$ cat src/rtl/core/sssd_pkg.sv
`timescale 1ns / 1ps
// sssd_pkg: shared types, codes and the decimal segment table of the
// seven-segment scan driver; no dependencies

package sssd_pkg;

   // request kinds carried on req_tuser
   localparam logic [1:0] REQ_TICK      = 2'd0;
   localparam logic [1:0] REQ_SHOW_HIGH = 2'd1;
   localparam logic [1:0] REQ_SHOW_LOW  = 2'd2;

   // configuration register indexes
   localparam logic CSR_DIGIT0 = 1'b0;
   localparam logic CSR_DIGIT1 = 1'b1;

   localparam int VALUE_W     = 16;
   localparam int RESID_W     = 10;
   localparam int PATTERN_W   = 8;
   localparam int DIGIT_W     = 3;
   localparam int STORE_DEPTH = 6;

   localparam logic [VALUE_W-1:0]   VALUE_CLAMP  = 16'd999;
   localparam logic [RESID_W-1:0]   STEP_HUND    = 10'd100;
   localparam logic [RESID_W-1:0]   STEP_TENS    = 10'd10;
   localparam logic [PATTERN_W-1:0] PATTERN_INIT = 8'hFF;

   typedef enum logic [1:0] {
      ST_IDLE,
      ST_HUND,
      ST_TENS
   } state_type;

   // decimal digit to segment pattern
   function automatic logic [PATTERN_W-1:0] seg_of(input logic [3:0] d);
      logic [PATTERN_W-1:0] p;
      unique case (d)
         4'd0:    p = 8'hFC;
         4'd1:    p = 8'h60;
         4'd2:    p = 8'hDA;
         4'd3:    p = 8'hF2;
         4'd4:    p = 8'h66;
         4'd5:    p = 8'hB6;
         4'd6:    p = 8'hBE;
         4'd7:    p = 8'hE0;
         4'd8:    p = 8'hFE;
         4'd9:    p = 8'hF6;
         default: p = 8'h00;
      endcase
      return p;
   endfunction

endpackage

$ cat src/rtl/core/seven_segment_scan_driver.sv
`timescale 1ns / 1ps
// seven_segment_scan_driver: eight-digit multiplexed display driver with a
// repeated-subtraction decimal splitter; depends on sssd_pkg
//
//   channel | ports                        | carries
//   --------+------------------------------+----------------------------------
//   req     | req_tvalid/tready/tdata/tuser| request kind, value to show
//   rsp     | rsp_tvalid/tready/tdata      | frame word, digit index
//   csr     | csr_we/index/wdata           | patterns for digits zero and one
//
// a tick request leaves its frame in the output register
// a show request runs a hundreds pass and then a tens pass: the
// shared subtract-and-compare unit removes one hundred or one ten per cycle
// reset clears the scan index, the digit store and the csr patterns (to 0xff)
// req_tready is low while a split is running or a frame waits unaccepted

module seven_segment_scan_driver (
   input  logic                         clock,
   input  logic                         reset,
   input  logic                         req_tvalid,
   output logic                         req_tready,
   input  logic [sssd_pkg::VALUE_W-1:0] req_tdata,   // [15:0] value
   input  logic [1:0]                   req_tuser,   // [1:0] req_type
   output logic                         rsp_tvalid,
   input  logic                         rsp_tready,
   output logic [23:0]                  rsp_tdata,   // [15:0] frame, [18:16] digit_index
   input  logic                         csr_we,
   input  logic                         csr_index,
   input  logic [sssd_pkg::PATTERN_W-1:0] csr_wdata
);
   import sssd_pkg::*;

   // sequencer and split datapath
   state_type            state_ff, state_in;
   logic [RESID_W-1:0]   resid_ff, resid_in;
   logic [3:0]           hund_ff, hund_in;
   logic [3:0]           tens_ff, tens_in;
   logic                 group_ff, group_in;   // 1: high group (digits 7..5)

   // display state
   logic [PATTERN_W-1:0] store_ff [STORE_DEPTH];
   logic [DIGIT_W-1:0]   scan_ff, scan_in;
   logic [PATTERN_W-1:0] digit0_ff, digit1_ff;

   // output register
   logic                 rsp_valid_ff, rsp_valid_in;
   logic [15:0]          frame_ff, frame_in;
   logic [DIGIT_W-1:0]   index_ff;

   // control
   logic                 req_fire;
   logic                 tick_fire;
   logic                 load_split;
   logic                 step_take;
   logic                 store_write;

   // shared subtract and compare unit
   logic [RESID_W-1:0]   step_amount;
   logic [RESID_W-1:0]   step_diff;
   logic                 step_ge;

   logic [VALUE_W-1:0]   clamped;
   logic [PATTERN_W-1:0] pattern_sel;
   logic [DIGIT_W-1:0]   store_addr;

   assign req_tready = (state_ff == ST_IDLE) && (!rsp_valid_ff || rsp_tready);
   assign req_fire   = req_tvalid && req_tready;
   assign tick_fire  = req_fire && (req_tuser == REQ_TICK);
   assign load_split = req_fire && ((req_tuser == REQ_SHOW_HIGH) ||
                                    (req_tuser == REQ_SHOW_LOW));

   assign step_amount = (state_ff == ST_HUND) ? STEP_HUND : STEP_TENS;
   assign step_ge     = resid_ff >= step_amount;
   assign step_diff   = resid_ff - step_amount;

   assign clamped = (req_tdata > VALUE_CLAMP) ? VALUE_CLAMP : req_tdata;

   // next state
   always_comb begin
      state_in = state_ff;
      unique case (state_ff)
         ST_IDLE: begin
            if (load_split) state_in = ST_HUND;
         end
         ST_HUND: begin
            if (!step_ge) state_in = ST_TENS;
         end
         ST_TENS: begin
            if (!step_ge) state_in = ST_IDLE;
         end
         default: state_in = ST_IDLE;
      endcase
   end

   // sequencer outputs
   always_comb begin
      step_take   = 1'b0;
      store_write = 1'b0;
      unique case (state_ff)
         ST_IDLE: ;
         ST_HUND: step_take = step_ge;
         ST_TENS: begin
            step_take   = step_ge;
            store_write = !step_ge;
         end
         default: ;
      endcase
   end

   // split datapath next values
   always_comb begin
      resid_in = resid_ff;
      hund_in  = hund_ff;
      tens_in  = tens_ff;
      group_in = group_ff;
      if (load_split) begin
         resid_in = clamped[RESID_W-1:0];
         hund_in  = 4'd0;
         tens_in  = 4'd0;
         group_in = (req_tuser == REQ_SHOW_HIGH);
      end else if (step_take) begin
         resid_in = step_diff;
         if (state_ff == ST_HUND) hund_in = hund_ff + 4'd1;
         else                     tens_in = tens_ff + 4'd1;
      end
   end

   // scan: advance first, then pick the pattern of the new position
   assign scan_in    = scan_ff + DIGIT_W'(1);
   assign store_addr = scan_in - DIGIT_W'(2);

   always_comb begin
      priority if (scan_in == DIGIT_W'(0)) pattern_sel = digit0_ff;
      else if (scan_in == DIGIT_W'(1))     pattern_sel = digit1_ff;
      else                                 pattern_sel = store_ff[store_addr];
   end

   assign frame_in = {pattern_sel, ~(8'd1 << scan_in)};

   always_comb begin
      rsp_valid_in = rsp_valid_ff;
      if (tick_fire)       rsp_valid_in = 1'b1;
      else if (rsp_tready) rsp_valid_in = 1'b0;
   end

   // control registers
   always_ff @(posedge clock) begin
      if (reset) begin
         state_ff     <= ST_IDLE;
         scan_ff      <= '0;
         rsp_valid_ff <= 1'b0;
         digit0_ff    <= PATTERN_INIT;
         digit1_ff    <= PATTERN_INIT;
      end else begin
         state_ff     <= state_in;
         rsp_valid_ff <= rsp_valid_in;
         if (tick_fire) scan_ff <= scan_in;
         if (csr_we) begin
            unique case (csr_index)
               CSR_DIGIT0: digit0_ff <= csr_wdata;
               CSR_DIGIT1: digit1_ff <= csr_wdata;
               default:    ;
            endcase
         end
      end
   end

   // digit store, blank after reset
   always_ff @(posedge clock) begin
      if (reset) begin
         for (int k = 0; k < STORE_DEPTH; k++) store_ff[k] <= '0;
      end else if (store_write) begin
         if (group_ff) begin
            store_ff[5] <= seg_of(hund_ff);
            store_ff[4] <= seg_of(tens_ff);
            store_ff[3] <= seg_of(resid_ff[3:0]);
         end else begin
            store_ff[2] <= seg_of(hund_ff);
            store_ff[1] <= seg_of(tens_ff);
            store_ff[0] <= seg_of(resid_ff[3:0]);
         end
      end
   end

   // payload registers
   always_ff @(posedge clock) begin
      resid_ff <= resid_in;
      hund_ff  <= hund_in;
      tens_ff  <= tens_in;
      group_ff <= group_in;
      if (tick_fire) begin
         frame_ff <= frame_in;
         index_ff <= scan_in;
      end
   end

   assign rsp_tvalid = rsp_valid_ff;
   assign rsp_tdata  = {5'd0, index_ff, frame_ff};

   // checks

   // a tick always leaves a frame waiting in the next cycle
   a_tick_gives_frame: assert property (@(posedge clock) disable iff (reset)
      tick_fire |=> rsp_tvalid)
      else $error("tick request produced no frame");

   // exactly one anode is driven low
   a_one_anode: assert property (@(posedge clock) disable iff (reset)
      rsp_tvalid |-> ($countones(rsp_tdata[7:0]) == 7))
      else $error("anode mask is not one-cold");

   // hundreds are all gone before the tens pass
   a_tens_range: assert property (@(posedge clock) disable iff (reset)
      (state_ff == ST_TENS) |-> (resid_ff < STEP_HUND))
      else $error("residue too large in tens pass");

   // digit counters never leave the decimal range while splitting
   a_digit_range: assert property (@(posedge clock) disable iff (reset)
      (state_ff != ST_IDLE) |-> ((hund_ff <= 4'd9) && (tens_ff <= 4'd9)))
      else $error("decimal digit counter out of range");

endmodule
$ cat config.mk
export PLATFORM = sky130hd
export DESIGN_NAME = seven_segment_scan_driver
export DESIGN_NICKNAME = d
export VERILOG_FILES = /design/src/rtl/core/sssd_pkg.sv /design/src/rtl/core/seven_segment_scan_driver.sv
export SDC_FILE = /design/constraint.sdc
export NUM_CORES = 1
export LEC_CHECK = 0
export ABC_CLOCK_PERIOD_IN_PS = 7100
export BUFFER_PORTS_ARGS = -buffer_cell sky130_fd_sc_hd__buf_2
export CAP_MARGIN = 20
export CORE_UTILIZATION = 40
export CTS_CLUSTER_DIAMETER = 200
export DETAILED_ROUTE_END_ITERATION = 6
export GPL_ROUTABILITY_DRIVEN = 0
export HOLD_SLACK_MARGIN = 0.08
export SLEW_MARGIN = 10
export SYNTH_ARGS = -nofsm -noshare
export SYNTH_HDL_FRONTEND = slang
export SYNTH_SLANG_ARGS = --single-unit
$ cat constraint.sdc
create_clock -name clock -period 7.1 [get_ports clock]
set_input_delay 1.42 -clock clock [delete_from_list [all_inputs] [get_ports clock]]
set_output_delay 1.42 -clock clock [all_outputs]
set_load 0.1 [all_outputs]
==> results.txt <==
Dividing total power by cell area gives a power density of 322 nW/um^2. The die outline width was 129 microns. VDD sags by at most 0.000189 V. The tree is rooted in a sky130_fd_sc_hd__clkbuf_16. The first global-routing pass estimated 20800 microns of wire.

In this run the deepest clock path goes through 2 buffers. The post-synthesis cell area came out at 6410 sq um. The fraction of layout cells with a size suffix above 1 came out at 17.1%. The most common cell after layout, fill and taps aside was sky130_fd_sc_hd__edfxtp_1.

The sequential fraction of the synthesis area is 49.7%, and the setup slack of the most critical reg-to-reg path is 2.76 ns. The average size of a mapped cell was 11.0 sq um; the post-cts hold buffer count was 0. STA puts the critical path data required time at 7.38 ns. The number of antenna diodes in the final layout is 0. The unique cell type count in the Yosys netlist was 65; the number of enable flip-flop cells after synthesis was 72. The run gives 24.2% as the combinational power share. Cell internal power was estimated by the tool at 1.68 mW.

Die area: 16500 sq um. Once placement finished, the instance area stood at 6830 sq um. The number of antenna violations at the first check in global routing is 0, and the worst relative slew slack is 31.2%. Setup repair after global routing left no endpoint under its margin. The path class of the tightest hold or removal check is flop to flop.

The number of buffers created by CTS is 17, and the sequential share of power is 38.9%. In the final routed layout, each cell accounts on average for 14.4 microns. Clock network latency to the later pin of the worst-skew pair: 0.41 ns.

The total vias in the final route is 4227, and the number of global-route vias before repair is 4273. The library cells used most frequently in the layout, excluding fill and tap cells, are sky130_fd_sc_hd__edfxtp_1, sky130_fd_sc_hd__buf_2, sky130_fd_sc_hd__dfxtp_1. The synthesized design contains 123 register bits. The starting utilization of the core area is 41.5%.

The height of the die was 129 microns; the summed negative setup slack over all endpoints was 0 ns. For the net total in the final layout, the log shows 696. The worst setup path is of the flop to flop kind. Data on the critical path arrives at its endpoint at 4.62 ns.

The tools report the category of the worst setup path capture point as a flop. In this run the count of I/O pins placed on the die edge is 58. For this design the total switching power over the nets is 0.722 mW. The logs give 0 for the count of cells resized by post-cts repair and 37.0% for the clock share of power.

The logs give 12300 microns for the total detailed-routing wirelength and 0 for the max-slew violation count. Across the run, the number of max-cap violations was 0. The fraction of registers with async set or reset after synthesis is 0%, and the H-tree depth is 4. The total half-perimeter wirelength after legalization and detailed placement is 8700 microns. The worst-margin pin slew came out at 1.03 ns. The time the worst path needs with I/O delays and setup is 4.34 ns, and the part of the cycle the worst path needs is 61.1%. The tools report the number of cells produced by synthesis as 581.

After floorplanning, the core was sized to cover 15400 sq um. Buffers added to address setup during post-CTS repair amount to 0. The area of all placed cells without fillers was 7460 sq um. The number of failing hold endpoints at the final stage came out at 0. The run finished with clean final reports. Derived from the worst setup path, the maximum achievable clock frequency is 0.231 GHz. Among all flip-flop cells after synthesis, the most frequent one is sky130_fd_sc_hd__edfxtp_1. Clock tree synthesis found a total of 123 sinks.

In this run, the number of DRC markers left after iteration 0 of detailed routing was 169. Compared with the post-synthesis result, the final layout area differs by 16.4%. The tools report the post-detailed-route DRC marker count as 0. Entering global routing, the biggest net connects 32 pins. The largest driver fanout on the critical path was 21; the residual antenna-violating net count after detailed routing was 0.

Across every metal layer, demand over resource in global routing totals 16.3%. After clock tree synthesis, the clock-pin slew on the worst setup and hold paths is 0.06 ns. The tools report the startpoint kind of the worst setup timing path as a flop. The ratio of routed vias to standard cells is 4.95, and the leakage dissipation is 3.11 nW. The setup violation total in the final timing report was 0; the Yosys warning count was 0. Of the total power, the share spent switching nets is 30.1%.

The tools report the standard-cell row count as 45. Global routing finished with a remaining overflow of 0. In this run the tool buffered the top-level ports with 52 buffer cells. TritonCTS built the clock tree. The pre-antenna-repair detailed-routing pass consisted of 4 iterations. The setup clock skew after layout is 0.00747 ns.
[worst max-delay path, stage by stage (launching register included)]
cell and delay (ns):
sky130_fd_sc_hd__dfxtp_1 0.32, sky130_fd_sc_hd__inv_1 0.10, sky130_fd_sc_hd__ha_1 0.68, sky130_fd_sc_hd__inv_1 0.24, sky130_fd_sc_hd__ha_1 0.46, sky130_fd_sc_hd__or3b_1 0.39
sky130_fd_sc_hd__o31a_2 0.37, sky130_fd_sc_hd__nor2_1 0.29, sky130_fd_sc_hd__mux2i_1 0.50, sky130_fd_sc_hd__nor2_1 0.19, sky130_fd_sc_hd__inv_1 0.15, sky130_fd_sc_hd__ha_1 0.25
sky130_fd_sc_hd__o21ai_0 0.16, sky130_fd_sc_hd__o21ai_0 0.10
[cell usage after synthesis (8+ instances only)]
cell type | number | area [sq um]
sky130_fd_sc_hd__a211o_1 | 8 | 70.1
sky130_fd_sc_hd__a21oi_1 | 26 | 130
sky130_fd_sc_hd__a22o_1 | 11 | 96.3
sky130_fd_sc_hd__and2_1 | 49 | 307
sky130_fd_sc_hd__and3_1 | 11 | 68.8
sky130_fd_sc_hd__clkbuf_1 | 18 | 67.6
sky130_fd_sc_hd__dfxtp_1 | 51 | 1020
sky130_fd_sc_hd__edfxtp_1 | 72 | 2160
sky130_fd_sc_hd__ha_1 | 34 | 425
sky130_fd_sc_hd__inv_1 | 30 | 113
sky130_fd_sc_hd__mux2i_1 | 38 | 380
sky130_fd_sc_hd__nand2_1 | 50 | 188
sky130_fd_sc_hd__nand3b_1 | 10 | 75.1
sky130_fd_sc_hd__nor2_1 | 34 | 128
sky130_fd_sc_hd__nor3_1 | 9 | 45.0
sky130_fd_sc_hd__o21ai_0 | 18 | 90.1
sky130_fd_sc_hd__xnor2_1 | 13 | 114
[layer usage]
metal  global-route usage, %  share of wire, %  vias to the layer above  wire, microns
met4                    6.30               1.4                        0            175
met1                    19.3                45                     1971           5580
li1                        -                 -                     2147              -
met2                    28.4                49                       94           6070
met3                    4.32               4.1                       15            506
met5                       0                 0                        -              0
[logic make-up after synthesis]
| group | Yosys count | synth area share [%] |
|---|---|---|
| simple gates | 192 | 16.0 |
| other cells | 1 | 0.0585 |
| fa+ha+maj | 34 | 6.64 |
| xor+xnor | 19 | 2.71 |
| mux | 50 | 9.70 |
| compound gates | 99 | 10.9 |
| flops | 123 | 49.7 |
| buf+inv | 63 | 4.31 |
[cell type report]
type	count	area, sq um
Clock inverter	11	141
Sequential cell	123	3180
Fill cell	1458	7970
Clock buffer	21	470
Multi-Input combinational cell	399	2970
Inverter	32	125
Tap cell	211	264
Timing Repair Buffer	57	305
[through the flow]
step / instances / worst slack [ns] / power [mW] / hold WS [ns] / utilization (%)
after floorplan: 585 / 3.36 / 1.39 / 0.435 / -
after global placement: 820 / 2.64 / 1.51 / 0.444 / 44.2
after detailed placement: 820 / 2.57 / 1.52 / 0.452 / 44.2
after CTS: 852 / 2.74 / 2.42 / 0.465 / 48.2
after global routing: 854 / 2.36 / 2.53 / 0.490 / 48.4
final: 854 / 2.76 / 2.40 / 0.462 / 48.4
[power groups by stage]
stage | Sequential, mW | Combinational [mW] | Clock, mW
final | 0.932 | 0.579 | 0.888
after CTS | 0.932 | 0.580 | 0.906
after global placement | 0.945 | 0.561 | 0
after global routing | 0.944 | 0.653 | 0.934
after detailed placement | 0.946 | 0.575 | 0
after floorplan | 0.939 | 0.453 | 0
[worst paths after layout]
check                           cells past startpoint                   endpoint                 startpoint
worst max-delay path                               13                       flop   state_ff[1]$_SDFFE_PP0P_
worst min-delay path                                1  digit1_ff[5]$_SDFFE_PP1P_  digit1_ff[5]$_SDFFE_PP1P_
worst min register to register                      1  digit1_ff[5]$_SDFFE_PP1P_  digit1_ff[5]$_SDFFE_PP1P_
worst max register to register                     13                       flop   state_ff[1]$_SDFFE_PP0P_
Note: power is estimated with default switching activity, not from simulation.
